### config.mk
export PLATFORM = sky130hd
export DESIGN_NAME = sha_datapath
export DESIGN_NICKNAME = d
export VERILOG_FILES = /design/src/hdl/sha_pkg.sv /design/src/hdl/sha_datapath.sv
export SDC_FILE = /design/constraint.sdc
export NUM_CORES = 2
export LEC_CHECK = 0
export BUFFER_PORTS_ARGS = -buffer_cell sky130_fd_sc_hd__buf_2
export CORE_MARGIN = 4
export CORE_UTILIZATION = 50
export DETAILED_ROUTE_END_ITERATION = 10
export GPL_ROUTABILITY_DRIVEN = 1
export PLACE_DENSITY = 0.75
export SLEW_MARGIN = 25
export SYNTH_ARGS = -nofsm -noshare
export SYNTH_HDL_FRONTEND = slang
export SYNTH_SLANG_ARGS = --single-unit
### constraint.sdc
create_clock -name i_clk -period 30.2 [get_ports i_clk]
set_input_delay 4.53 -clock i_clk [delete_from_list [all_inputs] [get_ports i_clk]]
set_output_delay 4.53 -clock i_clk [all_outputs]
set_load 0.01 [all_outputs]
### src/hdl/sha_pkg.sv
package sha_pkg;

    typedef enum logic [2:0] {
        t_ST_IDLE,
        t_ST_LOAD,
        t_ST_ROUND,
        t_ST_FOLD,
        t_ST_PAD,
        t_ST_EMIT
    } t_state;

    typedef struct packed {
        logic       put_byte;
        logic [7:0] put_value;
        logic       add_bits;
        logic       load_start;
        logic       load_step;
        logic       round_step;
        logic       fold;
        logic       restart;
    } t_cmd;

    typedef struct packed {
        logic       fill_full;
        logic [5:0] fill_count;
        logic [5:0] round_count;
        logic       load_done;
        logic       round_done;
        logic [7:0] len_byte;
    } t_status;

    localparam logic [7:0] PAD_BYTE = 8'h80;
    localparam logic [5:0] LENGTH_POS = 6'd56;

    localparam logic [31:0] IV_WORDS [8] = '{
        32'h6a09e667, 32'hbb67ae85, 32'h3c6ef372, 32'ha54ff53a,
        32'h510e527f, 32'h9b05688c, 32'h1f83d9ab, 32'h5be0cd19
    };

    localparam logic [31:0] ROUND_K [64] = '{
        32'h428a2f98, 32'h71374491, 32'hb5c0fbcf, 32'he9b5dba5,
        32'h3956c25b, 32'h59f111f1, 32'h923f82a4, 32'hab1c5ed5,
        32'hd807aa98, 32'h12835b01, 32'h243185be, 32'h550c7dc3,
        32'h72be5d74, 32'h80deb1fe, 32'h9bdc06a7, 32'hc19bf174,
        32'he49b69c1, 32'hefbe4786, 32'h0fc19dc6, 32'h240ca1cc,
        32'h2de92c6f, 32'h4a7484aa, 32'h5cb0a9dc, 32'h76f988da,
        32'h983e5152, 32'ha831c66d, 32'hb00327c8, 32'hbf597fc7,
        32'hc6e00bf3, 32'hd5a79147, 32'h06ca6351, 32'h14292967,
        32'h27b70a85, 32'h2e1b2138, 32'h4d2c6dfc, 32'h53380d13,
        32'h650a7354, 32'h766a0abb, 32'h81c2c92e, 32'h92722c85,
        32'ha2bfe8a1, 32'ha81a664b, 32'hc24b8b70, 32'hc76c51a3,
        32'hd192e819, 32'hd6990624, 32'hf40e3585, 32'h106aa070,
        32'h19a4c116, 32'h1e376c08, 32'h2748774c, 32'h34b0bcb5,
        32'h391c0cb3, 32'h4ed8aa4a, 32'h5b9cca4f, 32'h682e6ff3,
        32'h748f82ee, 32'h78a5636f, 32'h84c87814, 32'h8cc70208,
        32'h90befffa, 32'ha4506ceb, 32'hbef9a3f7, 32'hc67178f2
    };

endpackage

### src/hdl/sha_datapath.sv
module sha_datapath (
    input  logic            i_clk,
    input  logic            i_rst_n,
    input  sha_pkg::t_cmd   i_cmd,
    input  logic [2:0]      i_word_sel,
    output sha_pkg::t_status o_status,
    output logic [31:0]     o_hash_word
);
    import sha_pkg::*;

    logic [31:0] r_buf [16];
    logic [5:0]  r_fill, n_fill;
    logic [63:0] r_bits;
    logic [31:0] r_h [8];
    logic [31:0] r_v [8];
    logic [31:0] r_w [16];
    logic [5:0]  r_rnd;
    logic [3:0]  r_ld;
    logic [31:0] r_rd;
    logic        r_rd_ok;
    logic [2:0]  len_sel;

    function automatic logic [31:0] ror(input logic [31:0] v, input int n);
        ror = (v >> n) | (v << (32 - n));
    endfunction

    logic [31:0] w_cur, w_new, s0, s1, t1, t2, ch, mj, x, y;

    always_comb begin
        w_cur = r_w[0];
        x = r_w[1];
        y = r_w[14];
        s0 = ror(x, 7) ^ ror(x, 18) ^ (x >> 3);
        s1 = ror(y, 17) ^ ror(y, 19) ^ (y >> 10);
        w_new = r_w[0] + s0 + r_w[9] + s1;
        ch = (r_v[4] & r_v[5]) ^ (~r_v[4] & r_v[6]);
        mj = (r_v[0] & r_v[1]) ^ (r_v[0] & r_v[2]) ^ (r_v[1] & r_v[2]);
        t1 = r_v[7] + (ror(r_v[4], 6) ^ ror(r_v[4], 11) ^ ror(r_v[4], 25)) + ch
            + ROUND_K[r_rnd] + w_cur;
        t2 = (ror(r_v[0], 2) ^ ror(r_v[0], 13) ^ ror(r_v[0], 22)) + mj;
        n_fill = r_fill + 6'd1;
    end

    // buffer memory, one byte lane written, one word read per load cycle
    always_ff @(posedge i_clk) begin
        if (i_cmd.put_byte) begin
            r_buf[r_fill[5:2]][{~r_fill[1:0], 3'b000} +: 8] <= i_cmd.put_value;
        end
        r_rd <= r_buf[i_cmd.load_start ? 4'd0 : r_ld];
    end

    always_ff @(posedge i_clk) begin
        if (!i_rst_n) begin
            r_fill <= '0;
            r_bits <= '0;
            r_ld <= '0;
            r_rd_ok <= 1'b0;
            r_rnd <= '0;
            for (int i = 0; i < 8; i++) r_h[i] <= IV_WORDS[i];
        end else begin
            if (i_cmd.put_byte) r_fill <= n_fill;
            if (i_cmd.add_bits) r_bits <= r_bits + 64'd8;
            if (i_cmd.load_start) begin
                r_ld <= 4'd1;
                r_rd_ok <= 1'b1;
                r_rnd <= '0;
                for (int i = 0; i < 8; i++) r_v[i] <= r_h[i];
            end else if (i_cmd.load_step) begin
                r_ld <= r_ld + 4'd1;
                for (int i = 0; i < 15; i++) r_w[i] <= r_w[i + 1];
                r_w[15] <= r_rd;
                r_rd_ok <= (r_ld != 4'd0);
            end
            if (i_cmd.round_step) begin
                for (int i = 0; i < 15; i++) r_w[i] <= r_w[i + 1];
                r_w[15] <= w_new;
                r_v[7] <= r_v[6];
                r_v[6] <= r_v[5];
                r_v[5] <= r_v[4];
                r_v[4] <= r_v[3] + t1;
                r_v[3] <= r_v[2];
                r_v[2] <= r_v[1];
                r_v[1] <= r_v[0];
                r_v[0] <= t1 + t2;
                r_rnd <= r_rnd + 6'd1;
            end
            if (i_cmd.fold) begin
                for (int i = 0; i < 8; i++) r_h[i] <= r_h[i] + r_v[i];
            end
            if (i_cmd.restart) begin
                r_fill <= '0;
                r_bits <= '0;
                for (int i = 0; i < 8; i++) r_h[i] <= IV_WORDS[i];
            end
        end
    end

    always_comb len_sel = 3'd7 - (r_fill[2:0]);

    always_comb begin
        o_status.fill_full   = (r_fill == 6'd63) && i_cmd.put_byte;
        o_status.fill_count  = r_fill;
        o_status.round_count = r_rnd;
        o_status.load_done   = (r_ld == 4'd0) && r_rd_ok;
        o_status.round_done  = (r_rnd == 6'd63);
        o_status.len_byte    = r_bits[{len_sel, 3'b000} +: 8];
        o_hash_word          = r_h[i_word_sel];
    end
endmodule

==> flow_summary.yaml <==
final_layout:
  final_util: 0.550
  fillers: 14565
  multiInputGateArea_mm2: 0.0402
  areaGrowthSynthToFinish_pct: 9.24
  nets: 8145
  layout-drive-gt1-share: 0.111
  seq_area_mm2: 0.0471
synthesis:
  synth_top_area_share: 0.470
  synth_seq_cells: 1646
  synth.net_count: 8196
  synthMuxAreaShare: 0.0798
  ys.flop_type: "edfxtp_1"
  ys_types: 93
  synth-xor-area-share: 0.0602
  syn_avg_cell_area_um2: 11.9
  synthArstFlopShare: 0
  synth_commonest_cells: "1,408 x edfxtp_1, 594 x nand2_1, 485 x nor2_1"
  synth_fa_ha_area_frac: 0.0997
  synth-seq-area-share: 0.523
  netlist_area_mm2: 0.0899
  synth_compound_area_frac: 0.121
  synthCells: 7580
  synth_most_common_cell: "edfxtp_1"
  synth_top_family_by_area: "compound AO/OA/AOI/OAI gates"
  synth_warnings: 0
  netlist.top_cell.by_area: "edfxtp_1"
  netlist_top_cells_area: "edfxtp_1 47%, ha_1 5.6%, dfxtp_1 5.3%"
  synth_edf_count: 1408
  synth-simple-area-share: 0.0864
clock_network:
  clock-sinks: 1646
  ctsResizeCount: 0
  cts_buffer_depth: 3
  clk_pin_slew_ps: 70
  clk_latency_ps: 860
  cts-buffers-inserted: 168
  root_buffer: "clkbuf_16"
  cts_tree: "yes"
  hold_buffers: 0
  post_cts_buffers: 0
  htree_levels: 4
floorplan:
  design.core.area_mm2: 0.179
  rows: 155
  fp.dieW_um: 432
  start_util: 0.503
  die-area_mm2: 0.187
  die_h_um: 432
  io_pins: 75
timing:
  clock.fmax_ghz: 0.0882
  hold_violations: 0
  setup_slack_ps: 18860
  maxSlewHeadroom: 0.218
  grt_setup_unrepaired: "no"
  holdWs_ps: 328
  drv_slew: 0
  period_share: 0.376
  tightest_slew_ps: 1160
  setup_viol: 0
  tns_ps: 0
  period_needed_ps: 11340
  fin_skew_ps: 125
grt:
  grt-ovfl-total: 0
  antenna_found_initial: 9
  grt_pass1_wl_um: 373000
  grt_pass1_vias: 59035
  grt_start_max_net_pins: 212
  grtUsageTotal: 0.265
detailed_routing:
  vias: 61849
  viasPerCell: 6.17
  drt_iter0_markers: 7817
  avgRoutedWirePerCell_um: 25.3
  postRouteAntennaNets: 0
  wirelength_um: 253000
  route.detailed.drc: 0
  first_pass_iters: 8
worst_setup_path:
  crit_slowest_cell: "buf_4"
  cp_top_family: "buffers and inverters"
  max_stage_delay_ps: 720
  critPathLaunchType: "input port"
  critPathMaxFanout: 42
  required_ps: 25670
  worst-setup-path-type: "input port to primary output"
  crit_path_end_kind: "primary output"
  cp_common_cell: "buf_4"
  path_buf_inv: 3
  crit_arrival_ps: 6810
  crit_chain: "buf_4, buf_4, mux4_2, mux2_2, buf_2"
place:
  place_ws_ps: 18810
  dp_hpwl_um: 182000
  port_buffers: 74
  gp_routability_congestion: 0.965
flow_run:
  maxCapViolCount: 0
hold_path:
  hold_class: "flop to flop"
outcome:
  status: "complete, no violations"
final timing paths:
check           startpoint        endpoint  slack, ps  depth (start not counted)
max          i_word_sel[0]  o_hash_word[9]      18860                          5
min            r_w[0][217]     r_w[0][185]        330                          0
max reg2reg       r_rnd[0]      r_v[0][29]      19800                         40
min reg2reg    r_w[0][217]     r_w[0][185]        330                          0
flip-flops by register name, indices dropped and copies added, names as in the netlist:
register / cells
r_ld: 4
r_rd_ok: 1
r_bits: 61
r_v: 256
r_w: 512
r_rd: 32
r_buf: 512
r_h: 256
r_rnd: 6
r_fill: 6
logic make-up (layout without fill, tap and decap cells):
kind of cell,after synthesis,in the layout
adder cells (fa/ha/maj),600,600
flip-flops,1646,1646
AO/OA/AOI/OAI,1720,1720
other,0,3
buffers and inverters,712,805
AND/OR/NAND/NOR,1712,1712
multiplexers,574,574
XOR/XNOR,616,616
through the flow:
step / instance area (µm²) / cells
floorplan: 89900 / 7580
global placement: 92400 / 9713
detailed placement: 92400 / 9713
CTS: 98100 / 10027
global route: 98200 / 10030
finish: 98200 / 10031
worst reg2reg max path: cells and delay by family (launching register included):
kind | cells | cell delay (ps)
AND/OR/NAND/NOR | 8 | 1580
multiplexers | 1 | 260
flip-flops | 1 | 320
adder cells (fa/ha/maj) | 8 | 3480
buffers and inverters | 8 | 730
XOR/XNOR | 2 | 540
AO/OA/AOI/OAI | 13 | 3340
final cells by class:
type / count / area share
antenna: 3 / 0.0000765
clock buffer: 219 / 0.0461
clock inverter: 95 / 0.0117
inverter: 348 / 0.0133
multi-input combinational: 5222 / 0.410
sequential: 1646 / 0.479
tap: 2355 / 0.0300
timing repair buffer: 143 / 0.00951
per-layer routing:
metal,share of wire,up-vias,GRT usage
met2,0.46,2989,0.414
met5,0,-,0
met1,0.41,30626,0.363
li1,-,27716,-
met4,0.043,0,0.104
met3,0.093,518,0.0544
cell usage in the layout (no fill, tap or decap), types with 16 or more instances in the layout:
cell       instances
edfxtp_1        1408
nand2_1          589
nor2_1           477
a21oi_1          477
o21ai_0          427
ha_1             401
xnor2_1          398
inv_1            338
mux2_2           323
dfxtp_1          231
xor2_1           217
a21o_1           200
fa_1             195
clkbuf_16        170
mux2i_1          169
nand3_1          140
nor3_1           121
mux4_2            82
a211oi_1          78
buf_2             72
nor2b_1           67
buf_4             67
nand2b_1          63
o21a_1            63
o31ai_1           54
o21bai_1          54
and2_1            49
and3_1            48
o21ai_1           44
clkbuf_1          40
o221ai_1          39
nand4_1           39
a22oi_1           36
a31oi_1           34
or3_1             34
clkinv_1          32
clkinv_2          28
o211ai_1          26
a211o_1           18
nor3b_1           16
Power is left out: the tool's default activity adds up to more than one toggle a clock period on the data nets, which glitch-free logic cannot reach.
