## config.mk

```make
export PLATFORM = sky130hd
export DESIGN_NAME = sha_ctrl_flat
export DESIGN_NICKNAME = d
export VERILOG_FILES = /design/src/hdl/sha_pkg.sv /design/src/hdl/sha_if.sv /design/src/hdl/sha_ctrl.sv /design/src/flat_wrapper.sv
export SDC_FILE = /design/constraint.sdc
export NUM_CORES = 1
export LEC_CHECK = 0
export BUFFER_PORTS_ARGS = -buffer_cell sky130_fd_sc_hd__buf_2
export CORE_MARGIN = 3
export CORE_UTILIZATION = 25
export CTS_CLUSTER_SIZE = 40
export DETAILED_ROUTE_END_ITERATION = 6
export HOLD_SLACK_MARGIN = 0.02
export PLACE_DENSITY = 0.53
export SYNTH_ARGS = -nofsm -noshare
export SYNTH_HDL_FRONTEND = slang
export SYNTH_SLANG_ARGS = --single-unit
```

## constraint.sdc

```tcl
create_clock -name i_clk -period 2.1 [get_ports i_clk]
set_clock_uncertainty 0.05 [all_clocks]
set_input_delay 0.21 -clock i_clk [delete_from_list [all_inputs] [get_ports i_clk]]
set_output_delay 0.21 -clock i_clk [all_outputs]
set_load 0.03 [all_outputs]
```

## src/hdl/sha_pkg.sv

```systemverilog
package sha_pkg;

    typedef enum logic [2:0] {
        t_ST_IDLE,
        t_ST_LOAD,
        t_ST_ROUND,
        t_ST_FOLD,
        t_ST_PAD,
        t_ST_EMIT
    } t_state;

    typedef struct packed {
        logic       put_byte;
        logic [7:0] put_value;
        logic       add_bits;
        logic       load_start;
        logic       load_step;
        logic       round_step;
        logic       fold;
        logic       restart;
    } t_cmd;

    typedef struct packed {
        logic       fill_full;
        logic [5:0] fill_count;
        logic [5:0] round_count;
        logic       load_done;
        logic       round_done;
        logic [7:0] len_byte;
    } t_status;

    localparam logic [7:0] PAD_BYTE = 8'h80;
    localparam logic [5:0] LENGTH_POS = 6'd56;

    localparam logic [31:0] IV_WORDS [8] = '{
        32'h6a09e667, 32'hbb67ae85, 32'h3c6ef372, 32'ha54ff53a,
        32'h510e527f, 32'h9b05688c, 32'h1f83d9ab, 32'h5be0cd19
    };

    localparam logic [31:0] ROUND_K [64] = '{
        32'h428a2f98, 32'h71374491, 32'hb5c0fbcf, 32'he9b5dba5,
        32'h3956c25b, 32'h59f111f1, 32'h923f82a4, 32'hab1c5ed5,
        32'hd807aa98, 32'h12835b01, 32'h243185be, 32'h550c7dc3,
        32'h72be5d74, 32'h80deb1fe, 32'h9bdc06a7, 32'hc19bf174,
        32'he49b69c1, 32'hefbe4786, 32'h0fc19dc6, 32'h240ca1cc,
        32'h2de92c6f, 32'h4a7484aa, 32'h5cb0a9dc, 32'h76f988da,
        32'h983e5152, 32'ha831c66d, 32'hb00327c8, 32'hbf597fc7,
        32'hc6e00bf3, 32'hd5a79147, 32'h06ca6351, 32'h14292967,
        32'h27b70a85, 32'h2e1b2138, 32'h4d2c6dfc, 32'h53380d13,
        32'h650a7354, 32'h766a0abb, 32'h81c2c92e, 32'h92722c85,
        32'ha2bfe8a1, 32'ha81a664b, 32'hc24b8b70, 32'hc76c51a3,
        32'hd192e819, 32'hd6990624, 32'hf40e3585, 32'h106aa070,
        32'h19a4c116, 32'h1e376c08, 32'h2748774c, 32'h34b0bcb5,
        32'h391c0cb3, 32'h4ed8aa4a, 32'h5b9cca4f, 32'h682e6ff3,
        32'h748f82ee, 32'h78a5636f, 32'h84c87814, 32'h8cc70208,
        32'h90befffa, 32'ha4506ceb, 32'hbef9a3f7, 32'hc67178f2
    };

endpackage

```

## src/hdl/sha_if.sv

```systemverilog
interface sha_in_if;
    logic       valid;
    logic       ready;
    logic [7:0] data_byte;
    logic       byte_present;
    logic       message_end;
    modport source (output valid, data_byte, byte_present, message_end, input ready);
    modport sink (input valid, data_byte, byte_present, message_end, output ready);
endinterface

interface sha_out_if;
    logic        valid;
    logic        ready;
    logic [31:0] digest_word;
    logic [2:0]  word_index;
    logic        last_word;
    modport source (output valid, digest_word, word_index, last_word, input ready);
    modport sink (input valid, digest_word, word_index, last_word, output ready);
endinterface

```

## src/hdl/sha_ctrl.sv

```systemverilog
module sha_ctrl (
    input  logic             i_clk,
    input  logic             i_rst_n,
    sha_in_if.sink           i_req,
    sha_out_if.source        o_rsp,
    input  sha_pkg::t_status i_status,
    input  logic [31:0]      i_hash_word,
    output sha_pkg::t_cmd    o_cmd,
    output logic [2:0]       o_word_sel
);
    import sha_pkg::*;

    t_state     r_state, n_state;
    logic       r_end, n_end;
    logic       r_pad_first, n_pad_first;
    logic       r_len_blk, n_len_blk;
    logic [2:0] r_idx, n_idx;
    logic       r_ovalid, n_ovalid;
    logic [31:0] r_oword, n_oword;
    logic [2:0] r_oidx, n_oidx;
    logic       r_olast, n_olast;

    always_ff @(posedge i_clk) begin
        if (!i_rst_n) begin
            r_state <= t_ST_IDLE;
            r_end <= 1'b0;
            r_pad_first <= 1'b0;
            r_len_blk <= 1'b0;
            r_idx <= '0;
            r_ovalid <= 1'b0;
        end else begin
            r_state <= n_state;
            r_end <= n_end;
            r_pad_first <= n_pad_first;
            r_len_blk <= n_len_blk;
            r_idx <= n_idx;
            r_ovalid <= n_ovalid;
        end
    end

    always_ff @(posedge i_clk) begin
        r_oword <= n_oword;
        r_oidx <= n_oidx;
        r_olast <= n_olast;
    end

    logic accept, out_free;

    always_comb begin
        n_state = r_state;
        n_end = r_end;
        n_pad_first = r_pad_first;
        n_len_blk = r_len_blk;
        n_idx = r_idx;
        n_ovalid = r_ovalid;
        n_oword = r_oword;
        n_oidx = r_oidx;
        n_olast = r_olast;
        o_cmd = '0;
        out_free = !r_ovalid || o_rsp.ready;
        i_req.ready = (r_state == t_ST_IDLE);
        accept = i_req.valid && i_req.ready;
        if (r_ovalid && o_rsp.ready) n_ovalid = 1'b0;
        unique case (r_state)
            t_ST_IDLE: begin
                if (accept) begin
                    n_end = i_req.message_end;
                    n_pad_first = 1'b1;
                    if (i_req.byte_present) begin
                        o_cmd.put_byte = 1'b1;
                        o_cmd.put_value = i_req.data_byte;
                        o_cmd.add_bits = 1'b1;
                        if (i_status.fill_full) n_state = t_ST_LOAD;
                        else if (i_req.message_end) n_state = t_ST_PAD;
                    end else if (i_req.message_end) begin
                        n_state = t_ST_PAD;
                    end
                    if (i_status.fill_full) o_cmd.load_start = 1'b1;
                end
            end
            t_ST_LOAD: begin
                o_cmd.load_step = 1'b1;
                if (i_status.load_done) n_state = t_ST_ROUND;
            end
            t_ST_ROUND: begin
                o_cmd.round_step = 1'b1;
                if (i_status.round_done) n_state = t_ST_FOLD;
            end
            t_ST_FOLD: begin
                o_cmd.fold = 1'b1;
                if (!r_end) n_state = t_ST_IDLE;
                else if (r_pad_first) n_state = t_ST_PAD;
                else if (!r_len_blk) begin
                    // length goes into a block of its own
                    n_len_blk = 1'b1;
                    n_state = t_ST_PAD;
                end else begin
                    n_state = t_ST_EMIT;
                    n_idx = '0;
                end
            end
            t_ST_PAD: begin
                o_cmd.put_byte = 1'b1;
                n_pad_first = 1'b0;
                if (r_pad_first) begin
                    o_cmd.put_value = PAD_BYTE;
                    n_len_blk = (i_status.fill_count < LENGTH_POS);
                end else if (r_len_blk && i_status.fill_count >= LENGTH_POS) begin
                    o_cmd.put_value = i_status.len_byte;
                end else begin
                    o_cmd.put_value = 8'h00;
                end
                if (i_status.fill_full) begin
                    o_cmd.load_start = 1'b1;
                    n_state = t_ST_LOAD;
                end
            end
            t_ST_EMIT: begin
                if (out_free) begin
                    n_ovalid = 1'b1;
                    n_oword = i_hash_word;
                    n_oidx = r_idx;
                    n_olast = (r_idx == 3'd7);
                    n_idx = r_idx + 3'd1;
                    if (r_idx == 3'd7) begin
                        o_cmd.restart = 1'b1;
                        n_end = 1'b0;
                        n_state = t_ST_IDLE;
                    end
                end
            end
            default: n_state = t_ST_IDLE;
        endcase
        o_word_sel = r_idx;
        o_rsp.valid = r_ovalid;
        o_rsp.digest_word = r_oword;
        o_rsp.word_index = r_oidx;
        o_rsp.last_word = r_olast;
    end
endmodule
```

## src/flat_wrapper.sv

```systemverilog
// flat-port wrapper written by rule: the top's interface ports become plain ports
module sha_ctrl_flat import sha_pkg::*;
  (i_clk, i_rst_n, i_status, i_hash_word, o_cmd, o_word_sel, i_req_valid, i_req_data_byte, i_req_byte_present, i_req_message_end, i_req_ready, o_rsp_valid, o_rsp_digest_word, o_rsp_word_index, o_rsp_last_word, o_rsp_ready);
  sha_in_if i_req_i ();
  sha_out_if o_rsp_i ();
  input  logic i_clk;
  input  logic i_rst_n;
  input  sha_pkg::t_status i_status;
  input  logic [31:0] i_hash_word;
  output sha_pkg::t_cmd o_cmd;
  output logic [2:0] o_word_sel;
  input wire logic [$bits(i_req_i.valid)-1:0] i_req_valid;
  input wire logic [$bits(i_req_i.data_byte)-1:0] i_req_data_byte;
  input wire logic [$bits(i_req_i.byte_present)-1:0] i_req_byte_present;
  input wire logic [$bits(i_req_i.message_end)-1:0] i_req_message_end;
  output wire logic [$bits(i_req_i.ready)-1:0] i_req_ready;
  output wire logic [$bits(o_rsp_i.valid)-1:0] o_rsp_valid;
  output wire logic [$bits(o_rsp_i.digest_word)-1:0] o_rsp_digest_word;
  output wire logic [$bits(o_rsp_i.word_index)-1:0] o_rsp_word_index;
  output wire logic [$bits(o_rsp_i.last_word)-1:0] o_rsp_last_word;
  input wire logic [$bits(o_rsp_i.ready)-1:0] o_rsp_ready;
  assign i_req_i.valid = i_req_valid;
  assign i_req_i.data_byte = i_req_data_byte;
  assign i_req_i.byte_present = i_req_byte_present;
  assign i_req_i.message_end = i_req_message_end;
  assign i_req_ready = i_req_i.ready;
  assign o_rsp_valid = o_rsp_i.valid;
  assign o_rsp_digest_word = o_rsp_i.digest_word;
  assign o_rsp_word_index = o_rsp_i.word_index;
  assign o_rsp_last_word = o_rsp_i.last_word;
  assign o_rsp_i.ready = o_rsp_ready;
  sha_ctrl u_core (.i_clk(i_clk), .i_rst_n(i_rst_n), .i_req(i_req_i), .o_rsp(o_rsp_i), .i_status(i_status), .i_hash_word(i_hash_word), .o_cmd(o_cmd), .o_word_sel(o_word_sel));
endmodule
```

==> results of run 1 <==
cells by family (layout without fill, tap and decap cells):
family / count (synthesis) / in the layout / synth area share (%)
compound gates: 30 / 30 / 10.7
xor+xnor: 1 / 1 / 0.470
fa+ha+maj: 2 / 2 / 1.34
buf+inv: 9 / 135 / 2.75
flops: 46 / 46 / 68.7
mux: 3 / 3 / 1.61
simple gates: 47 / 47 / 14.4
cells in the mapped netlist, types with 3 or more instances:
library cell / count
edfxtp_1: 36
nor2_1: 15
dfxtp_1: 10
nand2_1: 8
a22oi_1: 7
o21ai_0: 6
a21oi_1: 3
and3_1: 3
clkbuf_1: 3
mux2i_1: 3
nand2b_1: 3
nand3_1: 3
o21ai_1: 3
final timing paths:
check | start | to | cells after the start | slack, ns
worst max register to register | u_core.r_state[2] | u_core.o_word_sel[1] | 6 | 0.50
worst min register to register | u_core.o_word_sel[1] | u_core.o_rsp.word_index[1] | 0 | 0.45
worst min-delay path | i_hash_word[10] | u_core.o_rsp.digest_word[10] | 1 | 0.03
worst max-delay path | u_core.r_state[2] | o_cmd[7] | 5 | 0.18
flip-flops by register name, indices dropped and copies added (netlist names), 3 cells and up:
| register | cells |
|---|---|
| u_core.o_rsp.digest_word | 32 |
| u_core.o_word_sel | 3 |
| u_core.o_rsp.word_index | 3 |
| u_core.r_state | 3 |
area by class of cell:
| type | instances | area share [%] |
|---|---|---|
| Clock inverter | 3 | 0.871 |
| Timing Repair Buffer | 125 | 24.6 |
| Multi-Input combinational cell | 83 | 20.3 |
| Tap cell | 96 | 4.40 |
| Inverter | 2 | 0.275 |
| Sequential cell | 46 | 47.0 |
| Clock buffer | 5 | 2.52 |
power breakdown:
| part | switching, uW | internal (uW) | total, uW |
|---|---|---|---|
| Clock | 301 | 238 | 539 |
| Sequential | 28.6 | 1020 | 1050 |
| Combinational | 290 | 180 | 470 |
what timing repair did:
item                                   CTS  global route
endpoints found under the hold margin    1             2
setup endpoints to repair                0             7
gates resized for setup                  0             2
buffers inserted                         0             0
hold buffers                             1             2
metrics by stage:
stage          setup WS (ns)  hold slack, ns  util [%]  total power, uW  setup TNS, ns
6_report               0.182          0.0342      38.9             2060              0
5_1_grt               0.0449          0.0241      38.9             2170              0
4_1_cts               0.0899          0.0206      38.6             2100              0
3_5_place_dp           0.431           0.339      37.1             1540              0
3_3_place_gp           0.434           0.337      37.1             1540              0
2_1_floorplan         -0.220           0.259         -             1380          -1.16
metal layers:
| metal | vias up | wire (microns) | GRT usage (%) |
|---|---|---|---|
| met3 | 8 | 676 | 4.39 |
| li1 | 768 | - | - |
| met2 | 107 | 1840 | 16.7 |
| met1 | 679 | 2010 | 13.4 |
| met5 | - | 0 | 0 |
| met4 | 0 | 98 | 4.46 |
==> impl_metrics.csv, run 1 <==
group,metric,value,unit
placed_design,numPlacedInstances,349,
cts,cts_htree_levels,2,
yosys,ys_seq_area_share,68.7,%
route,antenna_left,0,
timing,rsz0062_at_grt,"no",
yosys,syn_avg_cell_area,13.5,sq um
setup_path,path_delay_family,"flip-flops",
cts,cts-buffers-inserted,5,
yosys,synth_top_cell_by_area,"edfxtp_1",
layout,area.sequential,1280,sq um
placed_design,post-dp-hpwl,3650,microns
placed_design,port_buffers,115,
cts,cts.clk_slew.worst_paths,0.09,ns
setup_path,crit_chain,"buf_4 -> and4b_2 -> a22oi_1 -> nor2_2 -> buf_2",
yosys,synth-edff-count,36,
die,initial_utilization,26.6,%
route,drt_iter0_drc,49,
layout,drive_gt1_share,56.4,%
yosys,ys_top_cells_by_area,"edfxtp_1 58%, dfxtp_1 11%, nor2_1 3.0%, a22oi_1 2.8%, mux2i_1 1.6%",
timing,worstMarginPinSlew,0.412,ns
layout,fin_area,2730,sq um
route,drt-total-wl,4630,microns
cts,clock_latency,0.29,ns
yosys,syn-cell-area,1860,sq um
cts,cts_buffer_depth,2,
timing,finalCritPeriodShare,91.3,%
timing,max_freq,0.521,GHz
layout,finalNetCount,334,
pwr,power_density,755,nW/um^2
yosys,synth.net_count,209,
route,vias_per_cell,4.34,
cts,cts.sinks,46,
placed_design,gp_congestion,0.777,
die,core,7020,sq um
layout,multi_input_area,554,sq um
setup_path,crit_type,"register to output port",
global_route,grt_max_degree,34,
route,drc_errors,0,
layout,diodes,0,
timing,finalMaxSlewViolations,0,
pwr,p_leak,0.00120,uW
yosys,netlist.area_leader.share,58.0,%
global_route,grt_overflow,0,
timing,final_hold_viol_count,0,
global_route,grtUsageTotal,10.8,%
setup_path,start_kind,"register",
die,num_io_pins,125,
setup_path,critPathSlowestCell,"dfxtp_1",
global_route,grt_pass1_vias,1551,
cts,cts_tree,"yes",
yosys,synth_cells,138,
setup_path,crit_arrival,1.66,ns
timing,max_slew_margin,72.4,%
route,routedWlPerCell,12.9,microns
timing,setup_viol,0,
die,die_x,92.4,microns
layout,layoutNonFillerInstCount,360,
yosys,synth.ff_latch_count,46,
global_route,antenna_found_initial,0,
die,fp-row-count,30,
yosys,yosys_most_used_dff,"edfxtp_1",
layout,mostFrequentLayoutCells,"115 x buf_2, 36 x edfxtp_1",
yosys,async_flop_share,0,%
outcome,status,"completed",
global_route,grt_first_pass_wirelength,7330,microns
pwr,peakVddDrop,0.313,mV
timing,fin_crit,1.92,ns
route,via_count,1562,
setup_path,worst-path-max-fanout,10,
layout,syn2layout_area_growth,46.4,%
min_path,hold_path.class,"input pin to register",
cts,cts_root_buf,"clkbuf_8",
setup_path,crit_required,1.84,ns
setup_path,cp_num_buf_inv,2,
yosys,yosysWarningCount,0,
placed_design,placed_cell_area,2600,sq um
job,maxCapViolCount,0,
setup_path,max_stage_delay,0.44,ns
die,die_area,8530,sq um
layout,fillCellCount,722,
setup_path,cp-end-kind,"output port",
route,drt-pass1-iter-count,4,
layout,layout_commonest_cell,"buf_2",
die,die_h,92.4,microns
yosys,yosysUniqueCellTypes,40,
(Power assumes the default switching activity.)
==> inputs of run 2 (changes only) <==
Settings changed: ABC_AREA set to 1.
==> run 2 against run 1 <==
- worst hold slack better by 0.010 ns
- first-iteration DRC count is 16% higher
- clock power is 18% higher
- setup slack worse by 0.020 ns
- die area is 0.38% lower
- sequential cell count stayed put
- combinational power is 110% higher
- critical endpoint is now o_cmd[0]
- highest routed layer unchanged
==> impl_metrics.csv, run 2 <==
group,metric,value,unit
die,core,6980,sq um
yosys,synth_cells,173,
die,die_x,92.2,microns
yosys,netlist.area_leader.share,58.2,%
placed_design,port_buffers,115,
die,num_io_pins,125,
setup_path,crit_arrival,1.68,ns
die,die_h,92.2,microns
timing,rsz0062_at_grt,"no",
cts,cts_tree,"yes",
yosys,ys_top_cells_by_area,"edfxtp_1 58%, dfxtp_1 11%, nand2_1 7.3%, nor2_1 5.7%, nand3_1 3.5%",
placed_design,gp_congestion,0.772,
cts,postCtsSetupBuffers,0,
outcome,status,"completed",
route,drt-pass1-iter-count,4,
min_path,hold_path.class,"input pin to register",
cts,cts.clk_slew.worst_paths,0.08,ns
yosys,ys_seq_area_share,69.0,%
die,fp-row-count,30,
setup_path,cp_num_buf_inv,2,
timing,worstMarginPinSlew,0.460,ns
yosys,synth-edff-count,36,
cts,cts.sinks,46,
global_route,grt_pass1_vias,1561,
global_route,grtUsageTotal,10.9,%
setup_path,cp-end-kind,"output port",
layout,drive_gt1_share,45.5,%
global_route,antenna_found_initial,0,
layout,diodes,0,
timing,max_freq,0.516,GHz
setup_path,path_delay_family,"simple AND/OR/NAND/NOR gates",
timing,fin_crit,1.94,ns
pwr,finalPower,2810,uW
yosys,synth.ff_latch_count,46,
job,maxCapViolCount,0,
layout,syn2layout_area_growth,46.0,%
route,routedWlPerCell,11.5,microns
yosys,ys_top_cells_by_count,"36 x edfxtp_1, 36 x nand2_1, 28 x nor2_1, 14 x inv_1, 13 x nand3_1",
yosys,synth_top_cell_by_area,"edfxtp_1",
yosys,yosys_most_used_dff,"edfxtp_1",
route,drt_iter0_drc,57,
global_route,grt_first_pass_wirelength,7300,microns
cts,cts_htree_levels,2,
setup_path,critPathSlowestCell,"dfxtp_1",
timing,final_hold_viol_count,0,
setup_path,crit_chain,"nand3_2 -> nor2_4 -> inv_2 -> nor2_1 -> buf_2",
cts,clock_latency,0.29,ns
setup_path,start_kind,"register",
setup_path,crit_required,1.84,ns
pwr,p_leak,0.00127,uW
timing,finalMaxSlewViolations,0,
yosys,yosysWarningCount,0,
cts,cts_buffer_depth,2,
layout,area.sequential,1280,sq um
setup_path,max_stage_delay,0.47,ns
yosys,async_flop_share,0,%
timing,setup_viol,0,
cts,cts_root_buf,"clkbuf_8",
yosys,synth.net_count,244,
route,antenna_left,0,
pwr,peakVddDrop,0.481,mV
route,drc_errors,0,
layout,multi_input_area,503,sq um
route,via_count,1635,
timing,max_slew_margin,69.2,%
route,vias_per_cell,4.14,
die,initial_utilization,26.6,%
layout,fillCellCount,727,
layout,mostFrequentLayoutCells,"114 x buf_2, 36 x nand2_1, 36 x edfxtp_1",
route,drt-total-wl,4550,microns
yosys,yosysUniqueCellTypes,21,
placed_design,post-dp-hpwl,3700,microns
layout,finalNetCount,369,
setup_path,crit_type,"register to output port",
yosys,syn_avg_cell_area,10.7,sq um
timing,setup_tns,0,ns
layout,largest_reg_flops,32,
global_route,grt_overflow,0,
cts,cts-buffers-inserted,5,
die,die_area,8500,sq um
yosys,syn-cell-area,1860,sq um
pwr,power_density,1040,nW/um^2
layout,layout_commonest_cell,"buf_2",
global_route,grt_max_degree,32,
setup_path,worst-path-max-fanout,9,
timing,finalCritPeriodShare,92.3,%
## run 2: changes by cell type after synthesis, moves of 5 or more
cell	change
inv_2	+5
nand2_1	+28
a22oi_1	-7
inv_1	+13
nor2_1	+13
nand3_1	+10
## run 2: cells by family after synthesis
group                    count (synthesis)  share of synthesized area (%)
flip-flops                              46                           69.0
AND/OR/NAND/NOR                         89                           21.0
AO/OA/AOI/OAI                           16                           4.58
buffers and inverters                   20                           4.04
adder cells (fa/ha/maj)                  2                           1.35
## run 2: area by class of cell
type / instances / share of cell area, %
sequential: 46 / 47.3
timing repair buffer: 118 / 22.8
multi-input combinational: 107 / 18.6
tap: 96 / 4.43
inverter: 20 / 2.86
clock buffer: 6 / 2.68
clock inverter: 2 / 1.39
## run 2: worst register-to-register path, cell delays in order (launching register included)
cell,delay (ns)
dfxtp_1,0.47
nand3_2,0.19
nor2_4,0.30
buf_12,0.24
## run 2: timing repair
item | CTS | global route
hold endpoints to repair | 0 | 2
setup endpoints to repair | 0 | 8
hold buffers | 0 | 2
gates resized for setup | 0 | 4
## run 2: metrics by stage
step	worst slack, ns	cells	cell area [sq um]	hold slack (ns)	util [%]
global route	0.0110	395	2710	0.0223	38.8
global placement	0.470	385	2570	0.337	36.8
CTS	0.107	393	2680	0.0278	38.4
finish	0.162	395	2710	0.0446	38.8
floorplan	0.0656	173	1860	0.259	-
detailed placement	0.444	385	2570	0.339	36.8
## run 2: final timing paths
check / start / endpoint / slack (ns) / cells past startpoint
setup reg to reg: u_core.r_state[2] / u_core.o_rsp.digest_word[8] / 0.55 / 3
hold reg to reg: u_core.o_word_sel[2] / u_core.o_rsp.word_index[2] / 0.45 / 0
setup / recovery: u_core.r_state[2] / o_cmd[0] / 0.16 / 5
hold / removal: i_hash_word[13] / u_core.o_rsp.digest_word[13] / 0.04 / 1
## run 2: metal layers
metal / vias to the layer above / wire length (microns) / share of wire [%] / track usage (%)
met2: 106 / 1850 / 41 / 16.7
met1: 696 / 2130 / 47 / 14.5
li1: 831 / - / - / -
met3: 2 / 524 / 12 / 3.12
met4: 0 / 36 / 0.79 / 4.08
met5: - / 0 / 0 / 0
## run 2: power by group
part	leakage (uW)	switching (uW)	internal, uW	total [uW]
logic	0.000803	689	298	987
clock network	0.0000514	279	355	634
registers	0.000412	78.9	1110	1190
==> inputs of run 3 (changes only) <==
Settings changed: CORE_UTILIZATION 25 to 37, PLACE_DENSITY 0.53 to 0.73.
==> run 3 against run 2 <==
- utilization rose by 16 points
- sequential cell count unchanged
- register-to-register slack improved by 0.12 ns
- clock-buffer cell count unchanged
- via count grew 0.61%
- first-iteration DRC count decreased by 3.5%
- worst hold slack lost 0.0027 ns
==> impl_metrics.csv, run 3 (same netlist as run 2, synthesis figures left out) <==
group,metric,value,unit
cts,clock_latency,0.29,ns
layout,fin_area,2650,sq um
global_route,grt_overflow,0,
pwr,pwr-share-clk,22.5,%
global_route,grt_use_met1,18.3,%
cts,cts_buffer_depth,2,
pwr,p_int,1760,uW
route,drt-total-wl,4390,microns
timing,final_hold_viol_count,0,
setup_path,crit_required,1.84,ns
die,fp-row-count,25,
global_route,grtUsageTotal,14.8,%
global_route,grt_pass1_vias,1534,
pwr,comb_power_share,34.9,%
route,antenna_left,0,
setup_path,cp_num_buf_inv,2,
setup_path,start_kind,"register",
cts,cts_resized,0,
cts,cts.clk_slew.worst_paths,0.08,ns
pwr,p_sw,1030,uW
route,vias_per_cell,4.52,
timing,setup_viol,0,
route,via_count,1645,
placed_design,placed_cell_area,2540,sq um
setup_path,cp-end-kind,"output port",
cts,cts_hold_buf,0,
min_path,hold_path.class,"input pin to register",
setup_path,max_stage_delay,0.37,ns
timing,finalMaxSlewViolations,0,
route,drt_iter0_drc,55,
layout,diodes,0,
cts,cts_tree,"yes",
route,routedWlPerCell,12.1,microns
layout,largest_reg_flops,32,
route,drc_errors,0,
layout,syn2layout_area_growth,42.5,%
pwr,power_frac_seq,42.6,%
timing,worstMarginPinSlew,0.445,ns
route,drt-pass1-iter-count,4,
timing,finalCritPeriodShare,92.0,%
timing,max_freq,0.518,GHz
die,initial_utilization,38.8,%
global_route,grtUsageMet2,24.8,%
placed_design,gp_congestion,0.907,
job,maxCapViolCount,0,
die,die_h,76.8,microns
pwr,p_leak,0.00126,uW
timing,max_slew_margin,70.2,%
placed_design,port_buffers,115,
die,num_io_pins,125,
cts,cts.sinks,46,
global_route,grt_max_degree,39,
placed_design,post-dp-hpwl,3550,microns
global_route,grt_busiest_layer,"met2",
die,core,4790,sq um
layout,mostFrequentLayoutCells,"115 x buf_2, 36 x nand2_1, 36 x edfxtp_1",
cts,postCtsSetupBuffers,0,
layout,layout_commonest_cell,"buf_2",
setup_path,crit_arrival,1.67,ns
layout,finalNetCount,367,
setup_path,crit_type,"register to output port",
die,die_x,76.8,microns
setup_path,cpMostUsedCell,"nand2_1",
setup_path,path_delay_family,"simple AND/OR/NAND/NOR gates",
global_route,grt_first_pass_wirelength,6960,microns
timing,rsz0062_at_grt,"no",
timing,fin_crit,1.93,ns
outcome,status,"completed",
die,die_area,5900,sq um
cts,cts-buffers-inserted,5,
layout,drive_gt1_share,45.5,%
pwr,peakVddDrop,0.611,mV
global_route,antenna_found_initial,0,
cts,cts_htree_levels,2,
timing,setup_tns,0,ns
setup_path,crit_chain,"nor2_1 -> nand2_1 -> nor2_1 -> nand2_1 -> inv_2 -> nand2_1 -> o21ai_0 -> buf_2",
setup_path,worst-path-max-fanout,9,
cts,cts_root_buf,"clkbuf_8",
pwr,power_density,1060,nW/um^2
pwr,power_switching_share,37.1,%
global_route,met3_usage,4.58,%
setup_path,critPathSlowestCell,"dfxtp_1",
[run 3: cell types whose count changed in the layout (fill, tap and decap cells not counted), sizes merged]
cell / change
dlygate4sd3: -2
[run 3: final timing paths]
path                             start  slack (ns)                            to  cells past startpoint
setup / recovery     u_core.r_state[0]        0.17                     o_cmd[10]                      8
hold reg to reg   u_core.o_word_sel[1]        0.45    u_core.o_rsp.word_index[1]                      0
hold / removal         i_hash_word[28]        0.04  u_core.o_rsp.digest_word[28]                      1
setup reg to reg     u_core.r_state[2]        0.67          u_core.o_word_sel[2]                      5
[run 3: area by class of cell]
class,count,area [sq um]
clock buffers,6,72.6
clock inverters,2,37.5
fillers,433,2140
inverters,20,75.1
multi-input cells,107,500
flip-flops and latches,46,1280
well taps,67,83.8
repair buffers,116,596
[run 3: power by group through the flow]
stage	logic, uW	registers [uW]	clock network [uW]
final	975	1190	629
after global routing	1080	1210	689
after CTS	980	1190	659
after detailed placement	978	1210	0
after global placement	964	1210	0
after floorplan	566	1330	0
[run 3: through the flow]
step / setup slack [ns] / std cells / util, % / hold WS [ns] / total power [uW]
floorplan: 0.0656 / 173 / - / 0.259 / 1900
global placement: 0.508 / 356 / 53.0 / 0.337 / 2170
detailed placement: 0.487 / 356 / 53.0 / 0.338 / 2190
CTS: 0.152 / 364 / 55.3 / 0.0303 / 2830
global route: 0.00960 / 364 / 55.3 / 0.0216 / 2970
finish: 0.168 / 364 / 55.3 / 0.0419 / 2790
[run 3: per-layer routing]
layer	vias up	wire (microns)	part of all wire (%)
met2	108	1990	45
met1	709	1860	42
met5	-	0	0
li1	824	-	-
met3	4	500	11
met4	0	38	0.87
